**src/rtl/core/rssd_pkg.sv**
```systemverilog
// Shared types, constants and register indexes of the RLE sprite span decoder.
package rssd_pkg;

    // Framebuffer line pitch in bytes.
    localparam int unsigned LINE_PITCH = 320;

    localparam logic [7:0] ESCAPE_CODE = 8'h7f;

    // Configuration register indexes.
    localparam logic [2:0] REG_ORIGIN_X    = 3'd0;
    localparam logic [2:0] REG_ORIGIN_Y    = 3'd1;
    localparam logic [2:0] REG_RECT_WIDTH  = 3'd2;
    localparam logic [2:0] REG_RECT_HEIGHT = 3'd3;
    localparam logic [2:0] REG_SKIP_ZERO   = 3'd4;

    typedef enum logic [2:0] {
        PH_CODE  = 3'b001,
        PH_COUNT = 3'b010,
        PH_COLOR = 3'b100
    } phase_t;

    typedef struct packed {
        logic [8:0] origin_x;
        logic [7:0] origin_y;
        logic [6:0] rect_width;
        logic [6:0] rect_height;
        logic       skip_zero;
    } cfg_t;

    typedef struct packed {
        phase_t      phase;
        logic [7:0]  run_count;
        logic [8:0]  column_pos;
        logic [6:0]  row_index;
        logic [15:0] row_base;
        logic        finished;
    } dec_state_t;

    typedef struct packed {
        logic [15:0] pixel_address;
        logic [7:0]  span_length;
        logic [7:0]  color_index;
        logic        write_enable;
        logic        picture_done;
    } span_t;

endpackage

```
**src/rtl/core/rssd_step.sv**
```systemverilog
// Per-byte decode step: parse phase, span emission and row/column bookkeeping.
module rssd_step (
    input  rssd_pkg::cfg_t       cfg,
    input  rssd_pkg::dec_state_t state_cur,
    input  logic                 start_flag,
    input  logic [7:0]           code_byte,
    output rssd_pkg::dec_state_t state_next,
    output rssd_pkg::span_t      span,
    output logic                 emit
);

    rssd_pkg::dec_state_t eff;
    logic [15:0] start_base;
    logic [7:0]  len;
    logic [8:0]  col_sum;
    logic [6:0]  row_inc;

    // Picture origin as a framebuffer offset, mod 2^16.
    assign start_base = 16'(({8'd0, cfg.origin_y} * 16'(rssd_pkg::LINE_PITCH))
                           + {7'd0, cfg.origin_x});

    // State as seen by this byte once a start has been applied.
    always_comb begin
        eff = state_cur;
        if (start_flag) begin
            eff.phase      = rssd_pkg::PH_CODE;
            eff.run_count  = 8'd0;
            eff.column_pos = 9'd0;
            eff.row_index  = 7'd0;
            eff.row_base   = start_base;
            eff.finished   = (cfg.rect_width == 7'd0) || (cfg.rect_height == 7'd0);
        end
    end

    always_comb begin
        state_next = eff;
        emit       = 1'b0;
        len        = 8'd0;
        if (!eff.finished) begin
            case (eff.phase)
                rssd_pkg::PH_CODE: begin
                    if (code_byte == rssd_pkg::ESCAPE_CODE) begin
                        state_next.phase = rssd_pkg::PH_COUNT;
                    end else begin
                        emit = 1'b1;
                        len  = 8'd1;
                    end
                end
                rssd_pkg::PH_COUNT: begin
                    state_next.run_count = code_byte;
                    state_next.phase     = rssd_pkg::PH_COLOR;
                end
                rssd_pkg::PH_COLOR: begin
                    state_next.phase = rssd_pkg::PH_CODE;
                    if (eff.run_count != 8'd0) begin
                        emit = 1'b1;
                        len  = eff.run_count;
                    end
                end
                default: begin
                    state_next.phase = rssd_pkg::PH_CODE;
                end
            endcase
        end

        col_sum = eff.column_pos + {1'b0, len};
        row_inc = eff.row_index + 7'd1;

        span.pixel_address = eff.row_base + {7'd0, eff.column_pos};
        span.span_length   = len;
        span.color_index   = code_byte;
        span.write_enable  = !(cfg.skip_zero && (code_byte == 8'd0));
        span.picture_done  = 1'b0;

        if (emit) begin
            if (col_sum >= {2'b00, cfg.rect_width}) begin
                state_next.column_pos = 9'd0;
                state_next.row_index  = row_inc;
                state_next.row_base   = eff.row_base + 16'(rssd_pkg::LINE_PITCH);
                if ((row_inc >= cfg.rect_height) || (row_inc == 7'd0)) begin
                    state_next.finished = 1'b1;
                    state_next.phase    = rssd_pkg::PH_CODE;
                    span.picture_done   = 1'b1;
                end
            end else begin
                state_next.column_pos = col_sum;
            end
        end
    end

endmodule

```
**src/rtl/core/rle_sprite_span_decoder_top.sv**
```systemverilog
// Top level of the RLE sprite span decoder: handshakes, config registers, state.
//
// Decodes an escape-byte run-length sprite stream, one byte per item, into
// pixel-span write commands for a linear framebuffer with a 320-byte line
// pitch. Byte 0x7f starts a run (count byte, then color byte); any other byte
// is a single literal pixel. A byte with s_start_flag set restarts the
// picture at the origin given by origin_x/origin_y (sampled at that byte);
// rect_width, rect_height and skip_zero are read live. Until a start byte
// arrives, and after the last row completes, bytes are consumed and dropped.
// Throughput is one byte per cycle while s_ready is high; a byte passes an input
// register, then the decode logic writes the span into the result register,
// which holds it on m_* until it is taken. The
// result register parts the two sides: decoding continues while a span waits
// as long as the next byte produces no span, and s_ready drops only when a
// span is ready to be written and the previous one is still pending.
// Configuration writes are taken at any time but must only be issued while
// the decoder is idle.
module rle_sprite_span_decoder_top (
    input  logic        aclk,
    input  logic        aresetn,

    // configuration write port
    input  logic        cfg_wr_en,
    input  logic [2:0]  cfg_index,
    input  logic [8:0]  cfg_wdata,

    // compressed byte stream
    input  logic        s_valid,
    output logic        s_ready,
    input  logic        s_start_flag,
    input  logic [7:0]  s_code_byte,

    // span commands
    output logic        m_valid,
    input  logic        m_ready,
    output logic [15:0] m_pixel_address,
    output logic [7:0]  m_span_length,
    output logic [7:0]  m_color_index,
    output logic        m_write_enable,
    output logic        m_picture_done
);

    rssd_pkg::cfg_t       cfg_reg;

    // input stage
    logic                 in_valid_reg;
    logic                 in_start_reg;
    logic [7:0]           in_byte_reg;

    // decoder state
    rssd_pkg::dec_state_t state_reg;
    rssd_pkg::dec_state_t state_next;

    // result stage
    logic                 out_valid_reg;
    rssd_pkg::span_t      out_span_reg;

    rssd_pkg::span_t      span;
    logic                 emit;
    logic                 out_free;
    logic                 advance;

    // The held byte may proceed unless it makes a span and the result
    // register is still occupied.
    assign out_free = !out_valid_reg || m_ready;
    assign advance  = in_valid_reg && (!emit || out_free);
    assign s_ready  = !in_valid_reg || advance;

    //------------------------------------------------------------------
    // Configuration registers
    //------------------------------------------------------------------
    always_ff @(posedge aclk) begin
        if (!aresetn) begin
            cfg_reg <= '0;
        end else if (cfg_wr_en) begin
            case (cfg_index)
                rssd_pkg::REG_ORIGIN_X:    cfg_reg.origin_x    <= cfg_wdata;
                rssd_pkg::REG_ORIGIN_Y:    cfg_reg.origin_y    <= cfg_wdata[7:0];
                rssd_pkg::REG_RECT_WIDTH:  cfg_reg.rect_width  <= cfg_wdata[6:0];
                rssd_pkg::REG_RECT_HEIGHT: cfg_reg.rect_height <= cfg_wdata[6:0];
                rssd_pkg::REG_SKIP_ZERO:   cfg_reg.skip_zero   <= cfg_wdata[0];
                default: begin
                end
            endcase
        end
    end

    //------------------------------------------------------------------
    // Input register
    //------------------------------------------------------------------
    always_ff @(posedge aclk) begin
        if (!aresetn) begin
            in_valid_reg <= 1'b0;
        end else if (s_ready) begin
            in_valid_reg <= s_valid;
        end
    end

    always_ff @(posedge aclk) begin
        if (s_ready && s_valid) begin
            in_start_reg <= s_start_flag;
            in_byte_reg  <= s_code_byte;
        end
    end

    //------------------------------------------------------------------
    // Decode step
    //------------------------------------------------------------------
    rssd_step u_step (
        .cfg        (cfg_reg),
        .state_cur  (state_reg),
        .start_flag (in_start_reg),
        .code_byte  (in_byte_reg),
        .state_next (state_next),
        .span       (span),
        .emit       (emit)
    );

    always_ff @(posedge aclk) begin
        if (!aresetn) begin
            state_reg.phase      <= rssd_pkg::PH_CODE;
            state_reg.run_count  <= 8'd0;
            state_reg.column_pos <= 9'd0;
            state_reg.row_index  <= 7'd0;
            state_reg.row_base   <= 16'd0;
            state_reg.finished   <= 1'b1;   // idle until a start byte
        end else if (advance) begin
            state_reg <= state_next;
        end
    end

    //------------------------------------------------------------------
    // Result register
    //------------------------------------------------------------------
    always_ff @(posedge aclk) begin
        if (!aresetn) begin
            out_valid_reg <= 1'b0;
        end else if (advance && emit) begin
            out_valid_reg <= 1'b1;
        end else if (m_ready) begin
            out_valid_reg <= 1'b0;
        end
    end

    always_ff @(posedge aclk) begin
        if (advance && emit) begin
            out_span_reg <= span;
        end
    end

    assign m_valid         = out_valid_reg;
    assign m_pixel_address = out_span_reg.pixel_address;
    assign m_span_length   = out_span_reg.span_length;
    assign m_color_index   = out_span_reg.color_index;
    assign m_write_enable  = out_span_reg.write_enable;
    assign m_picture_done  = out_span_reg.picture_done;

    //------------------------------------------------------------------
    // Assertions
    //------------------------------------------------------------------
    // Out of reset the decoder waits for a start byte.
    a_reset_idle: assert property (@(posedge aclk)
        !aresetn |=> state_reg.finished)
        else $error("decoder not idle after reset");

    // A span closing the last row leaves the decoder idle.
    a_done_idles: assert property (@(posedge aclk) disable iff (!aresetn)
        (advance && emit && span.picture_done) |=> state_reg.finished)
        else $error("picture_done without entering idle");

    // No span while idle unless the byte restarts the picture.
    a_idle_silent: assert property (@(posedge aclk) disable iff (!aresetn)
        (in_valid_reg && state_reg.finished && !in_start_reg) |-> !emit)
        else $error("span emitted while idle");

    // Zero-length runs never reach the output.
    a_nonzero_len: assert property (@(posedge aclk) disable iff (!aresetn)
        m_valid |-> (m_span_length != 8'd0))
        else $error("zero-length span emitted");

    // A produced span is never dropped by the result register.
    a_span_loaded: assert property (@(posedge aclk) disable iff (!aresetn)
        (advance && emit) |=> out_valid_reg)
        else $error("span lost at result register");

endmodule

```
**config.mk**
```make
export PLATFORM = sky130hd
export DESIGN_NAME = rle_sprite_span_decoder_top
export DESIGN_NICKNAME = d
export VERILOG_FILES = /design/src/rtl/core/rssd_pkg.sv /design/src/rtl/core/rssd_step.sv /design/src/rtl/core/rle_sprite_span_decoder_top.sv
export SDC_FILE = /design/constraint.sdc
export NUM_CORES = 1
export LEC_CHECK = 0
export ABC_AREA = 0
export BUFFER_PORTS_ARGS = -buffer_cell sky130_fd_sc_hd__buf_2
export CORE_MARGIN = 3
export CORE_UTILIZATION = 45
export CTS_BUF_LIST = sky130_fd_sc_hd__clkbuf_8
export DETAILED_ROUTE_END_ITERATION = 8
export PLACE_DENSITY = 0.59
export SYNTH_ARGS = -nofsm -noshare
export SYNTH_HDL_FRONTEND = slang
export SYNTH_SLANG_ARGS = --single-unit
```
**constraint.sdc**
```tcl
create_clock -name aclk -period 6.32 [get_ports aclk]
set_input_delay 0.948 -clock aclk [delete_from_list [all_inputs] [get_ports aclk]]
set_output_delay 0.948 -clock aclk [all_outputs]
set_load 0.005 [all_outputs]
```
# After elaboration in Yosys (flattened, before gate mapping)
# Cells that the tools add are included.
# word_totals
ff_bits	121
output_inout_bits	36
# op_classes
eq_ne	8
addsub	5
order_cmp	2
n_reduce_logical	26
muxes	23
n_mul	1
# ops
cell	n
two-way mux 44 bit	1
two-way mux 33 bit	1
adder 16 x 9 -> 16 bit	2
two-way mux 24 bit	1
two-way mux 8 bit	3
logical NOT 7 bit	3
adder 16 x 9 -> 16 bit (second input constant)	1
case mux 8 bit (2 select lines)	1
two-way mux 3 bit	4
AND reduction 2 bit	6
two-way mux 11 bit	1
multiplier 8 x 3 -> 10 bit (second input constant)	1
adder 9 x 8 -> 9 bit	1
== test 3 x 2 -> 1 bit (second input constant)	3
greater-or-equal comparator 9 x 7 -> 1 bit	1
two-way mux 9 bit	1
== test 8 x 7 -> 1 bit (second input constant)	1
logical NOT 8 bit	1
two-way mux 1 bit	8
nonzero test 8 bit	1
adder 7 x 1 -> 7 bit (second input constant)	1
greater-or-equal comparator 7 bit	1
== test 3 x 1 -> 1 bit (second input constant)	2
== test 3 bit (second input constant)	2
7 further kinds	17

# Depth between registers and ports, before layout
# depth
ltp_word	12
depth_mapped	24

# By module
# Synthesis repeated with hierarchy kept, for this count alone.
# unflattened
hier_cells	796
hier_area_um2	7395.8
# modules_own_cells
mod	seq_area_each_um2	instances	cells_each	area_per_inst_um2
rle_sprite_span_decoder_top	2852.7	1	371	4344.2
rssd_step	0.0	1	425	3051.7

# Worst setup path after synthesis
# Ideal clock, no wire load.
# synth_path
path_type	register to register
start	reg in_start_reg
end	reg state_reg[16] (netlist bit)
path_slack_ps	1111
setup_time_ps	74
path_stages_with_launch	25
required_ps	6246
n_path_buf	5
t_arrival_ps	5135
cell_sequence	edfxtp_1 -> buf_2 -> clkbuf_1 -> buf_2 -> buf_2 -> nor2_1 -> a32oi_1 -> nor2_1 -> o21a_1 -> ha_1 -> fa_1 -> a211oi_1 -> o21bai_1 -> a21oi_1 -> xnor2_1 -> ha_1 -> and3_1 -> a221o_1 -> a31oi_1 -> o311ai_0 -> o22a_1 -> buf_2 -> and3_1 -> a31o_2 -> a31oi_1
# synth_rtl
element	line_no	source
start, declared	rle_sprite_span_decoder_top.sv:47	logic in_start_reg;
start signal, assigned	rle_sprite_span_decoder_top.sv:101	in_start_reg <= s_start_flag;
end signal, assigned	rle_sprite_span_decoder_top.sv:128	state_reg <= state_next;
end, declared	rle_sprite_span_decoder_top.sv:51	rssd_pkg::dec_state_t state_reg;

==> results.tsv <==
stage	metric	value	unit
status	outcome	completed	
worst_setup_path	cp.required	6.67	ns
clock_network	cts_resized	0	
drt	ant_nets	0	
synthesis	syn_nets	795	
synthesis	yosysTopAreaCell	dfxtp_1	
finish	layout.nets	855	
worst_setup_path	crit_path_start_kind	flop	
floorplan	io-pin-count	62	
clock_network	cts-root-buf	clkbuf_8	
synthesis	synth_common_cells	nand2_1, dfxtp_1, nor2_1	
place	post-place-ws	1.230	ns
timing	timing.final.crit_share	0.8140	
job	drv_cap	0	
power_and_ir_drop	ir_drop	0.1636	mV
worst_setup_path	worstReg2RegStart	in_byte_reg[7]	
worst_setup_path	endpoint_kind	flop	
place	io_buffers	61	
worst_setup_path	r2r_cells	20	
synthesis	avgSynthCellArea	9.275	um^2
timing	hold_viol	0	
power_and_ir_drop	p_per_area	226.1	mW/mm^2
synthesis	synth_fa_ha_area_frac	0.1024	
finish	fin_area	0.007550	mm^2
worst_setup_path	criticalPathCategory	reg -> reg	
hold_path	hp-start	state_reg[6]	
timing	max-slew-margin-rel	0.3795	
timing	clock_skew	0.008949	ns
global_routing	grt_usage	0.2040	
place	dpl_cell_area	0.007123	mm^2
synthesis	synth_simple_gate_area_frac	0.1851	
synthesis	synth_top_area_frac	0.2348	
drt	post_drt_wl_per_cell	16.37	um
synthesis	yosysWarnings	0	
finish	diodes	0	
clock_network	h-tree-depth	4	
timing	rsz0062_at_grt	false	
timing	fmax	0.1944	GHz
synthesis	yosysMostFrequentCell	nand2_1	
drt	drt_iter0_drc	397	
hold_path	whs_endpoint	state_reg[6]	
drt	via_per_inst	5.542	
synthesis	synth_cell_types	70	
timing	worst_slack	1.175	ns
synthesis	postSynth.asyncResetShare	0	
timing	worst_hold_slack	0.4573	ns
floorplan	die_x	127.6	um
timing	tns	0	ns
synthesis	ys_seq_area_frac	0.4290	
synthesis	synth_top_family_by_area	simple AND/OR/NAND/NOR gates	
worst_setup_path	arrival	5.50	ns
drt	vias	5376	
finish	largest_reg_flops	44	
floorplan	start_util	0.4700	
finish	drive_above_1_share	0.1595	
drt	finalWirelength	15880	um
global_routing	grt_overflow	0	
power_and_ir_drop	leakagePower	2.998	nW
clock_network	cts_buffer_depth	2	
synthesis	synth-edff-count	43	
worst_setup_path	rr_endpoint	state_reg[22]	
synthesis	synth_compound_area_frac	0.1738	
floorplan	core_area	0.01415	mm^2
clock_network	cts_tree	yes	
timing	worstMarginPinSlew	0.9286	ns
clock_network	hold_buffers	0	
global_routing	grt_pass1_wl	26380	um
global_routing	antenna_found_initial	0	
finish	area_growth_syn_to_layout	13.53	%
clock_network	postCtsSetupBuffers	0	
clock_network	clk_pin_slew	0.07	ns
timing	drv_slew	0	
timing	setup_viol	0	
global_routing	grt_pass1_vias	5093	
synthesis	ys_seq_elements	121	
drt	drc	0	
synthesis	syn-cell-area	0.006650	mm^2
floorplan	rows	43	
synthesis	synthCells	717	
place	globalplace.congestion	0.8352	
place	post-dp-hpwl	11950	um
synthesis	ys.flop_type	dfxtp_1	
hold_path	hp-class	reg -> reg	
drt	first_pass_iters	5	
clock_network	clock_latency	0.44	ns
worst_setup_path	r2r_slack	1.18	ns
synthesis	synthXorXnorAreaFrac	0.04610	
worst_setup_path	path_max_fanout	10	
hold_path	whs_path_depth	2	
synthesis	synthTopCellsByArea	dfxtp_1, edfxtp_1, ha_1	
clock_network	numCtsBuffers	17	
global_routing	grt_max_degree	66	
finish	num-fill-cells	1314	
timing	fin_crit	5.145	ns
synthesis	synth_mux_area_frac	0.03010	
floorplan	die_h	127.6	um
floorplan	dieArea	0.01627	mm^2
clock_network	cts_sinks	121	
==> placed cells by master, fill, tap and decap left out, drive strengths merged, types with 9 or more instances in the layout <==
master and count:
ha 48, inv 30, edfxtp 43, xor2 12
nand3 19, nand2 88, nor2 67, and3 12
dfxtp 78, a21oi 68, buf 67, nor2b 20
a21o 11, o21ai 36, xnor2 23, clkbuf 18
nor3 9, mux2i 11, a22oi 16
==> cells by family (layout without fill, tap and decap cells) <==
| family | count (synthesis) | in the layout |
|---|---|---|
| simple gates | 254 | 254 |
| compound gates | 180 | 180 |
| flops | 121 | 121 |
| buf+inv | 56 | 129 |
| fa+ha+maj | 52 | 52 |
| xor+xnor | 35 | 35 |
| mux | 19 | 19 |
==> worst max-delay path, cell delays in order (launching register included) <==
cell	delay (ns)
edfxtp_1	0.44
nand4b_1	0.21
or2_2	0.30
a32oi_1	0.19
nor2_1	0.06
o21a_1	0.21
ha_1	0.24
fa_1	0.43
a211oi_1	0.30
o21bai_1	0.12
a21oi_1	0.18
xnor2_1	0.22
ha_1	0.31
and3_1	0.16
a221o_1	0.29
a31oi_1	0.17
o311ai_0	0.19
o22a_1	0.38
a21oi_1	0.38
o21ai_0	0.13
a21oi_1	0.16
==> where the power goes <==
group | internal, mW | switching (mW) | leakage (nW) | total, mW
Clock | 0.435 | 0.310 | 0.215 | 0.746
Combinational | 0.0438 | 0.0830 | 1.75 | 0.127
Sequential | 0.823 | 0.0115 | 1.03 | 0.834
Total | 1.30 | 0.405 | 3.00 | 1.71
==> worst max path at each step <==
stage | from | cells past startpoint | slack, ns | end
3_3_place_gp | in_byte_reg[7] | 20 | 1.38 | state_reg[16]
5_1_grt | in_byte_reg[7] | 20 | 0.79 | state_reg[19]
4_1_cts | in_byte_reg[7] | 20 | 1.20 | state_reg[16]
3_5_place_dp | in_byte_reg[7] | 20 | 1.23 | state_reg[16]
2_1_floorplan | in_start_reg | 24 | 1.11 | state_reg[16]
6_report | in_byte_reg[7] | 20 | 1.18 | state_reg[22]
==> per-layer routing <==
metal | up-vias | part of all wire | global-route usage | wire length [um]
met5 | - | 0 | 0 | 0
met4 | 0 | 0.019 | 0.06688 | 294
met3 | 22 | 0.050 | 0.03679 | 793
met2 | 133 | 0.44 | 0.3072 | 6988
met1 | 2511 | 0.49 | 0.2965 | 7807
li1 | 2710 | - | - | -
==> final cells by class <==
type,count,area (um^2),share of cell area
multi-input combinational,540,3582,0.4745
clock buffer,18,247.7,0.03281
tap,180,225.2,0.02983
timing repair buffer,67,350.3,0.04640
inverter,30,112.6,0.01492
clock inverter,14,178.9,0.02370
sequential,121,2853,0.3779
==> metrics by stage <==
stage	total power, mW	instances	utilization
2_1_floorplan	0.9330	717	-
3_3_place_gp	0.9754	938	0.5034
3_5_place_dp	0.9783	938	0.5034
4_1_cts	1.721	970	0.5336
5_1_grt	1.776	970	0.5336
6_report	1.707	970	0.5336
No activity file was read; power rests on OpenSTA's default activity.
